--- config.mk ---
export PLATFORM = sky130hd
export DESIGN_NAME = abc_note_stream_parser
export DESIGN_NICKNAME = d
export VERILOG_FILES = /design/src/sv/abcnsp_pkg.sv /design/src/sv/abc_note_stream_parser.sv /design/src/sv/abcnsp_queue.sv /design/src/sv/abcnsp_div.sv /design/src/sv/abcnsp_engine.sv
export VERILOG_INCLUDE_DIRS = /design/src /design/src/sv
export SDC_FILE = /design/constraint.sdc
export NUM_CORES = 2
export LEC_CHECK = 0
export BUFFER_PORTS_ARGS = -buffer_cell sky130_fd_sc_hd__buf_4
export CORE_ASPECT_RATIO = 0.6
export CORE_MARGIN = 2
export CORE_UTILIZATION = 30
export DETAILED_ROUTE_END_ITERATION = 10
export PLACE_DENSITY = 0.45
export SYNTH_ARGS = -nofsm -noshare
export SYNTH_HDL_FRONTEND = slang
export SYNTH_HIERARCHICAL = 1
export SYNTH_SLANG_ARGS = --single-unit
--- constraint.sdc ---
create_clock -name clk -period 9.8 [get_ports clk]
set_input_delay 1.96 -clock clk [delete_from_list [all_inputs] [get_ports clk]]
set_output_delay 1.96 -clock clk [all_outputs]
set_load 0.05 [all_outputs]
--- src/sv/abc_note_stream_parser_defines.svh ---
// Assertion macros shared by the ABC note stream parser.
`ifndef ABC_NOTE_STREAM_PARSER_DEFINES_SVH
`define ABC_NOTE_STREAM_PARSER_DEFINES_SVH

// The consequent must hold in the same cycle as the antecedent.
`define ABCNSP_ASSERT_SAME(lbl, ante, cons, msg) \
  lbl: assert property (@(posedge clk) disable iff (rst) (ante) |-> (cons)) else $error(msg);

// The consequent must hold in the cycle after the antecedent.
`define ABCNSP_ASSERT_NEXT(lbl, ante, cons, msg) \
  lbl: assert property (@(posedge clk) disable iff (rst) (ante) |=> (cons)) else $error(msg);

`endif

--- src/sv/abcnsp_pkg.sv ---
// Types, character codes and tables shared by the ABC note stream parser.
package abcnsp_pkg;

  typedef struct packed {
    logic       eot;
    logic       digit;
    logic [7:0] ch;
  } sym_t;

  typedef enum logic [4:0] {
    P_IDLE, P_QUOTE, P_PLUS, P_LINE, P_KEY, P_CHORD,
    P_HPRE, P_HNUM, P_HDEN, P_QEQ, P_QSP, P_QBPM,
    P_SHARP, P_FLAT, P_OCT_UP, P_OCT_DOWN, P_DMUL, P_DDIV, P_DOTS
  } mode_t;

  typedef enum logic [2:0] {
    SQ_PARSE, SQ_HMUL, SQ_HDIV, SQ_TDIV, SQ_RDIV
  } seq_t;

  typedef enum logic [1:0] {
    HK_M, HK_L, HK_Q
  } hkind_t;

  localparam logic REG_INITIAL_TEMPO      = 1'b0;
  localparam logic REG_INITIAL_LENGTH_DEN = 1'b1;

  localparam logic [17:0] MS_PER_WHOLE   = 18'd240000;
  localparam logic [6:0]  OCTAVE_STEP    = 7'd12;
  localparam logic [4:0]  LEN_DEN_SHORT  = 5'd16;
  localparam logic [4:0]  LEN_DEN_LONG   = 5'd8;
  localparam logic [6:0]  RESET_LEN_DEN  = 7'd8;
  localparam logic [15:0] RESET_TEMPO    = 16'd120;

  localparam logic [7:0] CH_NL     = 8'h0A;
  localparam logic [7:0] CH_SPACE  = 8'h20;
  localparam logic [7:0] CH_QUOTE  = 8'h22;
  localparam logic [7:0] CH_PCT    = 8'h25;
  localparam logic [7:0] CH_APOS   = 8'h27;
  localparam logic [7:0] CH_PLUS   = 8'h2B;
  localparam logic [7:0] CH_COMMA  = 8'h2C;
  localparam logic [7:0] CH_SLASH  = 8'h2F;
  localparam logic [7:0] CH_ZERO   = 8'h30;
  localparam logic [7:0] CH_NINE   = 8'h39;
  localparam logic [7:0] CH_COLON  = 8'h3A;
  localparam logic [7:0] CH_EQ     = 8'h3D;
  localparam logic [7:0] CH_GT     = 8'h3E;
  localparam logic [7:0] CH_UP_H   = 8'h48;
  localparam logic [7:0] CH_UP_J   = 8'h4A;
  localparam logic [7:0] CH_UP_K   = 8'h4B;
  localparam logic [7:0] CH_UP_L   = 8'h4C;
  localparam logic [7:0] CH_UP_M   = 8'h4D;
  localparam logic [7:0] CH_UP_N   = 8'h4E;
  localparam logic [7:0] CH_UP_P   = 8'h50;
  localparam logic [7:0] CH_UP_Q   = 8'h51;
  localparam logic [7:0] CH_UP_R   = 8'h52;
  localparam logic [7:0] CH_UP_Z   = 8'h5A;
  localparam logic [7:0] CH_LBRK   = 8'h5B;
  localparam logic [7:0] CH_RBRK   = 8'h5D;
  localparam logic [7:0] CH_CARET  = 8'h5E;
  localparam logic [7:0] CH_UNDER  = 8'h5F;
  localparam logic [7:0] CH_BAR    = 8'h7C;

  function automatic logic sym_is(sym_t s, logic [7:0] c);
    return !s.eot && (s.ch == c);
  endfunction

  function automatic logic is_skip_header(sym_t s);
    return !s.eot && (((s.ch >= CH_UP_H) && (s.ch <= CH_UP_J)) ||
                      ((s.ch >= CH_UP_N) && (s.ch <= CH_UP_P)) ||
                      ((s.ch >= CH_UP_R) && (s.ch <= CH_UP_Z)) ||
                      (s.ch == CH_PCT));
  endfunction

  function automatic logic is_note(logic [7:0] c);
    case (c)
      8'h7A, 8'h41, 8'h42, 8'h43, 8'h44, 8'h45, 8'h46, 8'h47,
      8'h61, 8'h62, 8'h63, 8'h64, 8'h65, 8'h66, 8'h67: return 1'b1;
      default: return 1'b0;
    endcase
  endfunction

  function automatic logic [6:0] letter_pitch(logic [7:0] c);
    case (c)
      8'h43: return 7'd13;
      8'h44: return 7'd15;
      8'h45: return 7'd17;
      8'h46: return 7'd18;
      8'h47: return 7'd20;
      8'h41: return 7'd22;
      8'h42: return 7'd24;
      8'h63: return 7'd25;
      8'h64: return 7'd27;
      8'h65: return 7'd29;
      8'h66: return 7'd30;
      8'h67: return 7'd32;
      8'h61: return 7'd34;
      8'h62: return 7'd36;
      default: return 7'd0;
    endcase
  endfunction

endpackage

--- src/sv/abc_note_stream_parser.sv ---
// Top level of the ABC note stream parser: byte queue, parser engine and divider.
// Input channel: one text byte per request (text_byte, end_of_text) on in_valid/in_stall.
// end_of_text finishes any pending note or header; its byte is ignored.
// Output channel: one request per note or rest (note_pitch, note_duration_ms,
// duration_clipped) on out_valid/out_stall, held in a register until taken.
// Configuration: cfg_valid/cfg_ready with cfg_index and cfg_data; cfg_ready is always high.
// Index 0 loads the tempo, index 1 loads the default length denominator.
// A byte passes a four-entry queue before the engine parses it.
// An M, L or Q header ends in two runs of the shared divider, unless its length
// denominator or tempo is zero; a slash divisor on a note costs one run.
// The divider retires one quotient bit per cycle, and the engine parses no byte while it runs.
// Reset empties the queue, clears out_valid and restores tempo 120
// and default length 1/8 with a default duration of 0 ms.
// While the receiver stalls, a finished note waits in the output register; the
// engine keeps parsing until it has another note to emit, and the queue then fills
// and raises in_stall.
module abc_note_stream_parser #(
  parameter int NUMBER_WIDTH   = 16,
  parameter int DURATION_WIDTH = 16
) (
  input  logic                      clk,
  input  logic                      rst,
  input  logic                      in_valid,
  output logic                      in_stall,
  input  logic [7:0]                text_byte,
  input  logic                      end_of_text,
  output logic                      out_valid,
  input  logic                      out_stall,
  output logic signed [6:0]         note_pitch,
  output logic [DURATION_WIDTH-1:0] note_duration_ms,
  output logic                      duration_clipped,
  input  logic                      cfg_valid,
  output logic                      cfg_ready,
  input  logic                      cfg_index,
  input  logic [15:0]               cfg_data
);
  import abcnsp_pkg::*;
  `include "abc_note_stream_parser_defines.svh"

  localparam int DVW = (NUMBER_WIDTH > 16) ? NUMBER_WIDTH : 16;
  localparam int QW  = (NUMBER_WIDTH + 18 > 32) ? NUMBER_WIDTH + 18 : 32;

  logic           q_valid;
  sym_t           q_sym;
  logic           pop;
  logic           div_start;
  logic [QW-1:0]  div_dividend;
  logic [DVW-1:0] div_divisor;
  logic           div_busy;
  logic           div_done;
  logic [QW-1:0]  div_quo;

  assign cfg_ready = 1'b1;

  abcnsp_queue u_queue (
    .clk      (clk),
    .rst      (rst),
    .in_valid (in_valid),
    .in_byte  (text_byte),
    .in_eot   (end_of_text),
    .in_stall (in_stall),
    .q_valid  (q_valid),
    .q_sym    (q_sym),
    .pop      (pop)
  );

  abcnsp_div #(
    .QW  (QW),
    .DVW (DVW)
  ) u_div (
    .clk      (clk),
    .rst      (rst),
    .start    (div_start),
    .dividend (div_dividend),
    .divisor  (div_divisor),
    .busy     (div_busy),
    .done     (div_done),
    .quotient (div_quo)
  );

  abcnsp_engine #(
    .NUMBER_WIDTH   (NUMBER_WIDTH),
    .DURATION_WIDTH (DURATION_WIDTH),
    .DVW            (DVW),
    .QW             (QW)
  ) u_engine (
    .clk              (clk),
    .rst              (rst),
    .q_valid          (q_valid),
    .q_sym            (q_sym),
    .pop              (pop),
    .cfg_we           (cfg_valid && cfg_ready),
    .cfg_index        (cfg_index),
    .cfg_data         (cfg_data),
    .div_start        (div_start),
    .div_dividend     (div_dividend),
    .div_divisor      (div_divisor),
    .div_done         (div_done),
    .div_quo          (div_quo),
    .out_valid        (out_valid),
    .out_stall        (out_stall),
    .note_pitch       (note_pitch),
    .note_duration_ms (note_duration_ms),
    .duration_clipped (duration_clipped)
  );

  `ABCNSP_ASSERT_SAME(a_pop_has_data, pop, q_valid, "engine popped an empty queue")
  `ABCNSP_ASSERT_SAME(a_start_idle, div_start, !div_busy, "divider started while busy")
  `ABCNSP_ASSERT_NEXT(a_start_busy, div_start, div_busy, "divider did not start")

endmodule

--- src/sv/abcnsp_queue.sv ---
// Front end: accepts text bytes, tags digits and end marks, and queues them.
module abcnsp_queue (
  input  logic               clk,
  input  logic               rst,
  input  logic               in_valid,
  input  logic [7:0]         in_byte,
  input  logic               in_eot,
  output logic               in_stall,
  output logic               q_valid,
  output abcnsp_pkg::sym_t   q_sym,
  input  logic               pop
);
  import abcnsp_pkg::*;

  sym_t       mem [4];
  logic [1:0] wr_ptr;
  logic [1:0] rd_ptr;
  logic [2:0] count;
  logic       push;
  sym_t       entry;

  always_comb begin
    entry.eot   = in_eot;
    entry.digit = !in_eot && (in_byte >= CH_ZERO) && (in_byte <= CH_NINE);
    entry.ch    = in_byte;
  end

  assign in_stall = (count == 3'd4);
  assign push     = in_valid && !in_stall;
  assign q_valid  = (count != 3'd0);
  assign q_sym    = mem[rd_ptr];

  always_ff @(posedge clk) begin
    if (push) begin
      mem[wr_ptr] <= entry;
    end
  end

  always_ff @(posedge clk) begin
    if (rst) begin
      wr_ptr <= 2'd0;
      rd_ptr <= 2'd0;
      count  <= 3'd0;
    end else begin
      if (push) begin
        wr_ptr <= wr_ptr + 2'd1;
      end
      if (pop) begin
        rd_ptr <= rd_ptr + 2'd1;
      end
      count <= count + {2'd0, push} - {2'd0, pop};
    end
  end

endmodule

--- src/sv/abcnsp_div.sv ---
// Restoring divider that produces one quotient bit per cycle.
module abcnsp_div #(
  parameter int QW  = 34,
  parameter int DVW = 16
) (
  input  logic           clk,
  input  logic           rst,
  input  logic           start,
  input  logic [QW-1:0]  dividend,
  input  logic [DVW-1:0] divisor,
  output logic           busy,
  output logic           done,
  output logic [QW-1:0]  quotient
);
  localparam int CW = $clog2(QW);

  logic [CW-1:0]  cnt;
  logic [DVW-1:0] rem;
  logic [DVW-1:0] dvs;
  logic [DVW:0]   trial;
  logic [DVW:0]   diff;
  logic           ge;

  assign trial = {rem, quotient[QW-1]};
  assign diff  = trial - {1'b0, dvs};
  assign ge    = (trial >= {1'b0, dvs});

  always_ff @(posedge clk) begin
    if (start) begin
      quotient <= dividend;
      rem      <= '0;
      dvs      <= divisor;
    end else if (busy) begin
      quotient <= {quotient[QW-2:0], ge};
      rem      <= ge ? diff[DVW-1:0] : trial[DVW-1:0];
    end
  end

  always_ff @(posedge clk) begin
    if (rst) begin
      busy <= 1'b0;
      done <= 1'b0;
      cnt  <= '0;
    end else begin
      done <= 1'b0;
      if (start) begin
        busy <= 1'b1;
        cnt  <= '0;
      end else if (busy) begin
        cnt <= cnt + 1'b1;
        if (cnt == CW'(QW - 1)) begin
          busy <= 1'b0;
          done <= 1'b1;
        end
      end
    end
  end

endmodule

--- src/sv/abcnsp_engine.sv ---
// Back end: ABC parser state machine with duration arithmetic and output register.
module abcnsp_engine #(
  parameter int NUMBER_WIDTH   = 16,
  parameter int DURATION_WIDTH = 16,
  parameter int DVW            = 16,
  parameter int QW             = 34
) (
  input  logic                      clk,
  input  logic                      rst,
  input  logic                      q_valid,
  input  abcnsp_pkg::sym_t          q_sym,
  output logic                      pop,
  input  logic                      cfg_we,
  input  logic                      cfg_index,
  input  logic [15:0]               cfg_data,
  output logic                      div_start,
  output logic [QW-1:0]             div_dividend,
  output logic [DVW-1:0]            div_divisor,
  input  logic                      div_done,
  input  logic [QW-1:0]             div_quo,
  output logic                      out_valid,
  input  logic                      out_stall,
  output logic signed [6:0]         note_pitch,
  output logic [DURATION_WIDTH-1:0] note_duration_ms,
  output logic                      duration_clipped
);
  import abcnsp_pkg::*;

  localparam int N  = NUMBER_WIDTH;
  localparam int D  = DURATION_WIDTH;
  localparam int AW = N + 4;
  localparam int MW = N + 2;
  localparam int PW = 32 + N;

  mode_t       mode, mode_next;
  seq_t        seq, seq_next;
  hkind_t      hkind, hkind_next;
  logic        in_chord, in_chord_next;
  logic        sharp, sharp_next;
  logic        flat, flat_next;
  logic [6:0]  pitch, pitch_next;
  logic [N-1:0] acc, acc_next;
  logic [N-1:0] first, first_next;
  logic [N-1:0] len_num, len_num_next;
  logic [DVW-1:0] len_den, len_den_next;
  logic [DVW-1:0] tempo, tempo_next;
  logic [D-1:0] dflt, dflt_next;
  logic [31:0] rd, rd_next;
  logic        pop_after, pop_after_next;
  logic        out_valid_next;
  logic [6:0]  out_pitch_next;
  logic [D-1:0] out_dur_next;
  logic        out_clip_next;

  logic [AW-1:0] dig_sum;
  logic [N-1:0]  acc_dig;
  logic          note_ok;
  logic [6:0]    note_val;
  logic [PW-1:0] prod;
  logic [31:0]   rd_mul;
  logic [32:0]   dot_sum;
  logic [31:0]   rd_dot;
  logic          rd_clip;
  logic [D-1:0]  rd_sat;
  logic [D-1:0]  q_sat;
  logic          consume;
  logic          fin;
  logic [N-1:0]  fin_a;
  logic [N-1:0]  fin_b;
  logic          out_free;

  assign dig_sum  = (AW'(acc) << 3) + (AW'(acc) << 1) + AW'(q_sym.ch[3:0]);
  assign acc_dig  = (|dig_sum[AW-1:N]) ? '1 : dig_sum[N-1:0];
  assign note_ok  = !q_sym.eot && is_note(q_sym.ch);
  assign note_val = letter_pitch(q_sym.ch) + {6'd0, sharp} - {6'd0, flat};
  assign prod     = PW'(rd) * PW'(acc);
  assign rd_mul   = ((prod >> 32) != '0) ? '1 : prod[31:0];
  assign dot_sum  = {1'b0, rd} + {2'b0, rd[31:1]};
  assign rd_dot   = dot_sum[32] ? '1 : dot_sum[31:0];
  assign rd_clip  = ((rd >> D) != '0);
  assign rd_sat   = rd_clip ? '1 : rd[D-1:0];
  assign q_sat    = ((div_quo >> D) != '0) ? '1 : div_quo[D-1:0];
  assign out_free = !(out_valid && out_stall);

  always_comb begin
    mode_next      = mode;
    seq_next       = seq;
    hkind_next     = hkind;
    in_chord_next  = in_chord;
    sharp_next     = sharp;
    flat_next      = flat;
    pitch_next     = pitch;
    acc_next       = acc;
    first_next     = first;
    len_num_next   = len_num;
    len_den_next   = len_den;
    tempo_next     = tempo;
    dflt_next      = dflt;
    rd_next        = rd;
    pop_after_next = pop_after;
    out_valid_next = out_valid && out_stall;
    out_pitch_next = note_pitch;
    out_dur_next   = note_duration_ms;
    out_clip_next  = duration_clipped;
    pop            = 1'b0;
    div_start      = 1'b0;
    div_dividend   = QW'(len_num) * QW'(MS_PER_WHOLE);
    div_divisor    = len_den;
    consume        = 1'b0;
    fin            = 1'b0;
    fin_a          = acc;
    fin_b          = N'(1);

    case (seq)
      SQ_PARSE: begin
        if (q_valid) begin
          case (mode)
            P_IDLE: begin
              consume = 1'b1;
              if (sym_is(q_sym, CH_QUOTE)) begin
                mode_next = P_QUOTE;
              end else if (sym_is(q_sym, CH_PLUS)) begin
                mode_next = P_PLUS;
              end else if (is_skip_header(q_sym)) begin
                mode_next = P_LINE;
              end else if (sym_is(q_sym, CH_UP_K)) begin
                mode_next = P_KEY;
              end else if (sym_is(q_sym, CH_UP_M)) begin
                hkind_next = HK_M;
                mode_next  = P_HPRE;
              end else if (sym_is(q_sym, CH_UP_L)) begin
                hkind_next = HK_L;
                mode_next  = P_HPRE;
              end else if (sym_is(q_sym, CH_UP_Q)) begin
                hkind_next = HK_Q;
                mode_next  = P_HPRE;
              end else if (sym_is(q_sym, CH_LBRK)) begin
                in_chord_next = 1'b1;
              end else if (sym_is(q_sym, CH_BAR) || sym_is(q_sym, CH_RBRK)) begin
                in_chord_next = 1'b0;
              end else if (sym_is(q_sym, CH_CARET)) begin
                sharp_next = 1'b1;
                mode_next  = P_SHARP;
              end else if (sym_is(q_sym, CH_UNDER)) begin
                flat_next = 1'b1;
                mode_next = P_FLAT;
              end else if (!sym_is(q_sym, CH_SPACE)) begin
                if (note_ok) begin
                  pitch_next = note_val;
                  mode_next  = P_OCT_UP;
                end
                sharp_next = 1'b0;
                flat_next  = 1'b0;
              end
            end
            P_QUOTE: begin
              consume = 1'b1;
              if (sym_is(q_sym, CH_QUOTE)) begin
                mode_next = P_IDLE;
              end
            end
            P_PLUS: begin
              consume = 1'b1;
              if (sym_is(q_sym, CH_PLUS)) begin
                mode_next = P_IDLE;
              end
            end
            P_LINE: begin
              consume = 1'b1;
              if (sym_is(q_sym, CH_NL)) begin
                mode_next = P_IDLE;
              end
            end
            P_KEY: begin
              consume = !sym_is(q_sym, CH_RBRK);
              if (sym_is(q_sym, CH_NL) || sym_is(q_sym, CH_RBRK)) begin
                mode_next = P_IDLE;
              end
            end
            P_CHORD: begin
              consume = 1'b1;
              if (sym_is(q_sym, CH_RBRK)) begin
                in_chord_next = 1'b0;
                mode_next     = P_IDLE;
              end
            end
            P_HPRE: begin
              if (sym_is(q_sym, CH_COLON) || sym_is(q_sym, CH_SPACE)) begin
                consume = 1'b1;
              end else begin
                acc_next  = '0;
                mode_next = P_HNUM;
              end
            end
            P_HNUM: begin
              if (q_sym.digit) begin
                acc_next = acc_dig;
                consume  = 1'b1;
              end else begin
                first_next = acc;
                acc_next   = '0;
                if (sym_is(q_sym, CH_SLASH)) begin
                  mode_next = P_HDEN;
                  consume   = 1'b1;
                end else begin
                  fin   = 1'b1;
                  fin_a = acc;
                end
              end
            end
            P_HDEN: begin
              if (q_sym.digit) begin
                acc_next = acc_dig;
                consume  = 1'b1;
              end else if (hkind == HK_Q) begin
                mode_next = P_QEQ;
              end else begin
                fin   = 1'b1;
                fin_a = first;
                fin_b = acc;
              end
            end
            P_QEQ: begin
              consume = 1'b1;
              if (sym_is(q_sym, CH_EQ)) begin
                mode_next = P_QSP;
              end
            end
            P_QSP: begin
              if (sym_is(q_sym, CH_SPACE)) begin
                consume = 1'b1;
              end else begin
                acc_next  = '0;
                mode_next = P_QBPM;
              end
            end
            P_QBPM: begin
              if (q_sym.digit) begin
                acc_next = acc_dig;
                consume  = 1'b1;
              end else begin
                fin   = 1'b1;
                fin_a = acc;
              end
            end
            P_SHARP: begin
              consume = 1'b1;
              if (sym_is(q_sym, CH_UNDER)) begin
                flat_next = 1'b1;
                mode_next = P_FLAT;
              end else if (!sym_is(q_sym, CH_CARET)) begin
                if (note_ok) begin
                  pitch_next = note_val;
                  mode_next  = P_OCT_UP;
                end else begin
                  mode_next = P_IDLE;
                end
                sharp_next = 1'b0;
                flat_next  = 1'b0;
              end
            end
            P_FLAT: begin
              consume = 1'b1;
              if (!sym_is(q_sym, CH_UNDER)) begin
                if (note_ok) begin
                  pitch_next = note_val;
                  mode_next  = P_OCT_UP;
                end else begin
                  mode_next = P_IDLE;
                end
                sharp_next = 1'b0;
                flat_next  = 1'b0;
              end
            end
            P_OCT_UP: begin
              mode_next = P_OCT_DOWN;
              if (sym_is(q_sym, CH_APOS)) begin
                pitch_next = pitch + OCTAVE_STEP;
                consume    = 1'b1;
              end
            end
            P_OCT_DOWN: begin
              rd_next   = 32'(dflt);
              acc_next  = '0;
              mode_next = P_DMUL;
              if (sym_is(q_sym, CH_COMMA)) begin
                pitch_next = pitch - OCTAVE_STEP;
                consume    = 1'b1;
              end
            end
            P_DMUL: begin
              if (q_sym.digit) begin
                acc_next = acc_dig;
                consume  = 1'b1;
              end else begin
                if (acc != '0) begin
                  rd_next = rd_mul;
                end
                acc_next = '0;
                if (sym_is(q_sym, CH_SLASH)) begin
                  mode_next = P_DDIV;
                  consume   = 1'b1;
                end else begin
                  mode_next = P_DOTS;
                end
              end
            end
            P_DDIV: begin
              if (q_sym.digit) begin
                acc_next = acc_dig;
                consume  = 1'b1;
              end else begin
                div_start      = 1'b1;
                div_dividend   = QW'(rd);
                div_divisor    = (acc != '0) ? DVW'(acc) : DVW'(2);
                acc_next       = '0;
                pop_after_next = sym_is(q_sym, CH_SLASH);
                mode_next      = sym_is(q_sym, CH_SLASH) ? P_DDIV : P_DOTS;
                seq_next       = SQ_RDIV;
              end
            end
            P_DOTS: begin
              if (sym_is(q_sym, CH_GT)) begin
                rd_next = rd_dot;
                consume = 1'b1;
              end else if (out_free) begin
                out_valid_next = 1'b1;
                out_pitch_next = pitch;
                out_dur_next   = rd_sat;
                out_clip_next  = rd_clip;
                mode_next      = in_chord ? P_CHORD : P_IDLE;
              end
            end
            default: begin
              consume   = 1'b1;
              mode_next = P_IDLE;
            end
          endcase

          if (fin) begin
            mode_next = P_IDLE;
            seq_next  = SQ_HMUL;
            case (hkind)
              HK_M: begin
                len_num_next = N'(1);
                len_den_next = ((MW'(fin_a) << 2) < ((MW'(fin_b) << 1) + MW'(fin_b))) ?
                               DVW'(LEN_DEN_SHORT) : DVW'(LEN_DEN_LONG);
              end
              HK_L: begin
                len_num_next = fin_a;
                len_den_next = DVW'(fin_b);
              end
              default: begin
                tempo_next = DVW'(fin_a);
              end
            endcase
          end

          if (consume) begin
            pop = 1'b1;
            if (q_sym.eot) begin
              mode_next     = P_IDLE;
              in_chord_next = 1'b0;
              sharp_next    = 1'b0;
              flat_next     = 1'b0;
              acc_next      = '0;
            end
          end
        end
      end
      SQ_HMUL: begin
        if ((len_den == '0) || (tempo == '0)) begin
          dflt_next = '1;
          seq_next  = SQ_PARSE;
        end else begin
          div_start = 1'b1;
          seq_next  = SQ_HDIV;
        end
      end
      SQ_HDIV: begin
        if (div_done) begin
          div_start    = 1'b1;
          div_dividend = div_quo;
          div_divisor  = tempo;
          seq_next     = SQ_TDIV;
        end
      end
      SQ_TDIV: begin
        if (div_done) begin
          dflt_next = q_sat;
          seq_next  = SQ_PARSE;
        end
      end
      SQ_RDIV: begin
        if (div_done) begin
          rd_next  = div_quo[31:0];
          pop      = pop_after;
          seq_next = SQ_PARSE;
        end
      end
      default: begin
        seq_next = SQ_PARSE;
      end
    endcase

    if (cfg_we) begin
      case (cfg_index)
        REG_INITIAL_TEMPO: begin
          tempo_next = DVW'(cfg_data);
        end
        REG_INITIAL_LENGTH_DEN: begin
          len_num_next = N'(1);
          len_den_next = DVW'(cfg_data[6:0]);
        end
        default: begin
          tempo_next = tempo;
        end
      endcase
    end
  end

  always_ff @(posedge clk) begin
    if (rst) begin
      mode      <= P_IDLE;
      seq       <= SQ_PARSE;
      hkind     <= HK_M;
      in_chord  <= 1'b0;
      sharp     <= 1'b0;
      flat      <= 1'b0;
      pitch     <= '0;
      acc       <= '0;
      first     <= '0;
      len_num   <= N'(1);
      len_den   <= DVW'(RESET_LEN_DEN);
      tempo     <= DVW'(RESET_TEMPO);
      dflt      <= '0;
      rd        <= '0;
      pop_after <= 1'b0;
      out_valid <= 1'b0;
    end else begin
      mode      <= mode_next;
      seq       <= seq_next;
      hkind     <= hkind_next;
      in_chord  <= in_chord_next;
      sharp     <= sharp_next;
      flat      <= flat_next;
      pitch     <= pitch_next;
      acc       <= acc_next;
      first     <= first_next;
      len_num   <= len_num_next;
      len_den   <= len_den_next;
      tempo     <= tempo_next;
      dflt      <= dflt_next;
      rd        <= rd_next;
      pop_after <= pop_after_next;
      out_valid <= out_valid_next;
    end
  end

  always_ff @(posedge clk) begin
    note_pitch       <= out_pitch_next;
    note_duration_ms <= out_dur_next;
    duration_clipped <= out_clip_next;
  end

endmodule

==> reports/results.ini <==
[place]
port_buffers = 56
dp_worst_setup_slack_ns = 1.09
gp_congestion = 0.903
dpl_cell_area_um2 = 42200
dp_hpwl_mm = 105

[synthesis]
yosys-top-cells-area = fa_1, ha_1, dfxtp_1
synthArstFlopShare = 0
synth_flop_cell = dfxtp_1
synth_top_area_frac = 0.244
ys_top_cells_by_count = inv_1, nand2_1, fa_1, ha_1, and2_1
synth_area_um2 = 40000
ys_seq_area_frac = 0.177
yosysMostFrequentCell = inv_1
yosys_warnings = 6
syn_inst = 4605
ys_ff_latch = 297
syn_avg_cell_area_um2 = 8.69
synth_fp_nets = 5456
synth_cell_types = 110
synth-edff-count = 114
yosys.area.top_type = fa_1

[drt]
wl_mm = 137
drc = 0
drt-wirelength-per-cell_um = 21.8
drtIter0Drc = 3059
ant_nets = 0
dr.pass1.iters = 7
vias = 32661
viasPerCell = 5.18

[global_routing]
grt_overflow_total = 0
grt_pass1_wl_mm = 211
grt_pass1_vias = 32408
grt.total_usage = 0.202
grt_max_degree = 66
grt_antenna_before_repair = 3

[critical_path]
cp-end-kind = flop
cp-start-kind = flop
crit_fanout = 32
required_ns = 10.25
arrival_ns = 9.31
cp-startpoint = u_engine/rd[10]
reg2reg_from = u_engine/rd[10]
r2r-end = u_engine/rd[3]
r2r_slack_ns = 0.94
criticalPathCategory = reg -> reg
ff2ff_path_depth = 23
crit_path_end = u_engine/rd[3]

[die]
start_util = 0.303
die_h_um = 287
core_area_um2 = 132000
io-pin-count = 58
rows = 103
die_area_um2 = 136000
die_w_um = 475

[sta]
slew_headroom = 0.182
finalSetupTns_ns = 0
fin_crit_sh = 0.905
skew_ns = 0.0243
finalHoldViolations = 0
setup_viol = 0
max_clock_freq_ghz = 0.113
period_minus_slack_ns = 8.86
tightest_slew_ns = 1.22
rsz0062_at_grt = no
maxSlewViolCount = 0
fin_ws_ns = 0.936

[power_and_ir_drop]
p_per_area_nw_per_um2 = 82.7
ir_worst_vdd_mv = 0.113
p_leak_nw = 18.9
finalPower_mw = 3.57

[min_path]
min_path_type = reg -> reg

[cts]
cts_buffer_depth = 3
cts_tree = done
clock-sinks = 297
clk_pin_slew_ns = 0.07
root_buffer = clkbuf_16
cts_buffers = 30
htree_levels = 1
hold_buffers = 0
cts_setup_buffers = 0
clkLatencyLatePin_ns = 0.63
post_cts_resized = 0

[job]
drv_cap = 0

[status]
outcome = completed

[layout]
area_growth_pct = 7.90
final_util = 0.327
final_layout_size_suffix_gt1_frac = 0.0715
final_area_um2 = 43200
fin_nets = 5345

[worst max-delay path, cell delays in order (launching register included)]
cell and delay [ns]:
dfxtp_1 1.13, nand2_1 0.20, fa_1 0.53, fa_1 0.55, fa_1 0.52, inv_1 0.06
fa_1 0.51, fa_1 0.50, inv_1 0.05, fa_1 0.49, inv_1 0.04, ha_1 0.37
nand3_1 0.11, a21boi_0 0.33, o21ai_0 0.31, and2_1 0.28, o21a_1 0.26, o31ai_1 0.51
a21oi_1 0.17, xnor2_1 0.16, a2111oi_2 0.43, nand4b_4 0.60, o21ai_0 0.41, a221oi_1 0.12
[metal layers]
| metal | part of all wire | track usage | vias up | wire length, um |
|---|---|---|---|---|
| met5 | 0 | 0 | - | 0 |
| met4 | 0.012 | 0.0220 | 0 | 1660 |
| met3 | 0.099 | 0.0626 | 91 | 13600 |
| met2 | 0.37 | 0.260 | 1136 | 50200 |
| met1 | 0.52 | 0.327 | 16241 | 71800 |
| li1 | - | - | 15193 | - |
[registers in the layout, indices dropped and copies added, names as in the netlist, 5 cells and up, named ones only]
signal and count:
u_engine/dflt 16, u_div/quotient 34, u_engine/rd 32, u_engine/len_den 16, u_queue/mem 40, u_engine/len_num 16, u_engine/acc 16, u_div/rem 16
u_engine/mode 5, u_engine/note_duration_ms 16, u_engine/note_pitch 7, u_engine/tempo 16, u_div/dvs 16, u_engine/pitch 7, u_div/cnt 6, u_engine/first 16
[power breakdown]
part / switching [mW] / internal, mW / total (mW)
sequential: 0.0583 / 1.33 / 1.39
combinational: 0.639 / 0.352 / 0.990
clock: 0.579 / 0.612 / 1.19
total: 1.28 / 2.30 / 3.57
[cell usage in the layout (no fill, tap or decap), types with 17 or more instances in the layout]
master	netlist	routed
and2_1	304	304
buf_4	4	145
a22oi_1	38	38
dfxtp_1	183	167
clkbuf_16	0	31
a21o_1	73	73
a21oi_1	270	269
o31ai_1	20	20
o221ai_1	21	21
nand3_1	76	76
xor2_1	51	51
mux2i_1	31	31
fa_1	487	487
nor4_1	21	20
a311oi_1	32	32
or3_1	34	34
o21ai_0	191	190
a31oi_1	23	23
a221oi_1	22	21
and3_1	33	32
xnor2_1	85	85
o21a_1	24	24
edfxtp_1	114	114
a211oi_1	42	42
nor2b_1	22	21
or2_2	17	17
mux2_2	35	35
nor2_1	202	200
ha_1	333	333
inv_1	610	610
nand2_1	541	541
nand4_1	29	29
o21bai_1	21	21
nand2b_1	45	45
nor3_1	57	55
[final cells by class]
class,count,area (um2)
inverters,610,2290
multi-input cells,3410,29500
repair buffers,145,1090
clock buffers,36,795
clock inverters,19,161
flip-flops and latches,297,7110
fillers,13945,88800
diodes,2,5.00
well taps,1785,2230
[per-stage QoR]
step                      hold slack (ns)  cells
after floorplan                     0.408   4605
after global placement              0.424   6247
after detailed placement            0.422   6247
after CTS                           0.441   6302
after global routing                0.457   6303
final                               0.445   6304
[worst min-delay path by stage]
| stage | from | end | slack, ns | cells past startpoint |
|---|---|---|---|---|
| floorplan | u_engine/pitch[0] | u_engine/note_pitch[0] | 0.41 | 0 |
| global placement | u_engine/pitch[1] | u_engine/note_pitch[1] | 0.42 | 0 |
| detailed placement | u_engine/pitch[0] | u_engine/note_pitch[0] | 0.42 | 0 |
| CTS | u_engine/pitch[0] | u_engine/note_pitch[0] | 0.44 | 0 |
| global route | u_engine/pitch[0] | u_engine/note_pitch[0] | 0.46 | 0 |
| finish | u_engine/pitch[0] | u_engine/note_pitch[0] | 0.45 | 0 |
[cell families after synthesis]
kind of cell,share of synthesized area
AOI/OAI and AO/OA,0.156
and+or+nand+nor,0.178
adders and majority gates,0.348
muxes,0.0232
DFF,0.177
buffers and inverters,0.0881
other,0.0000937
xor gates and xnor gates,0.0298
No activity file was read; power rests on OpenSTA's default activity.
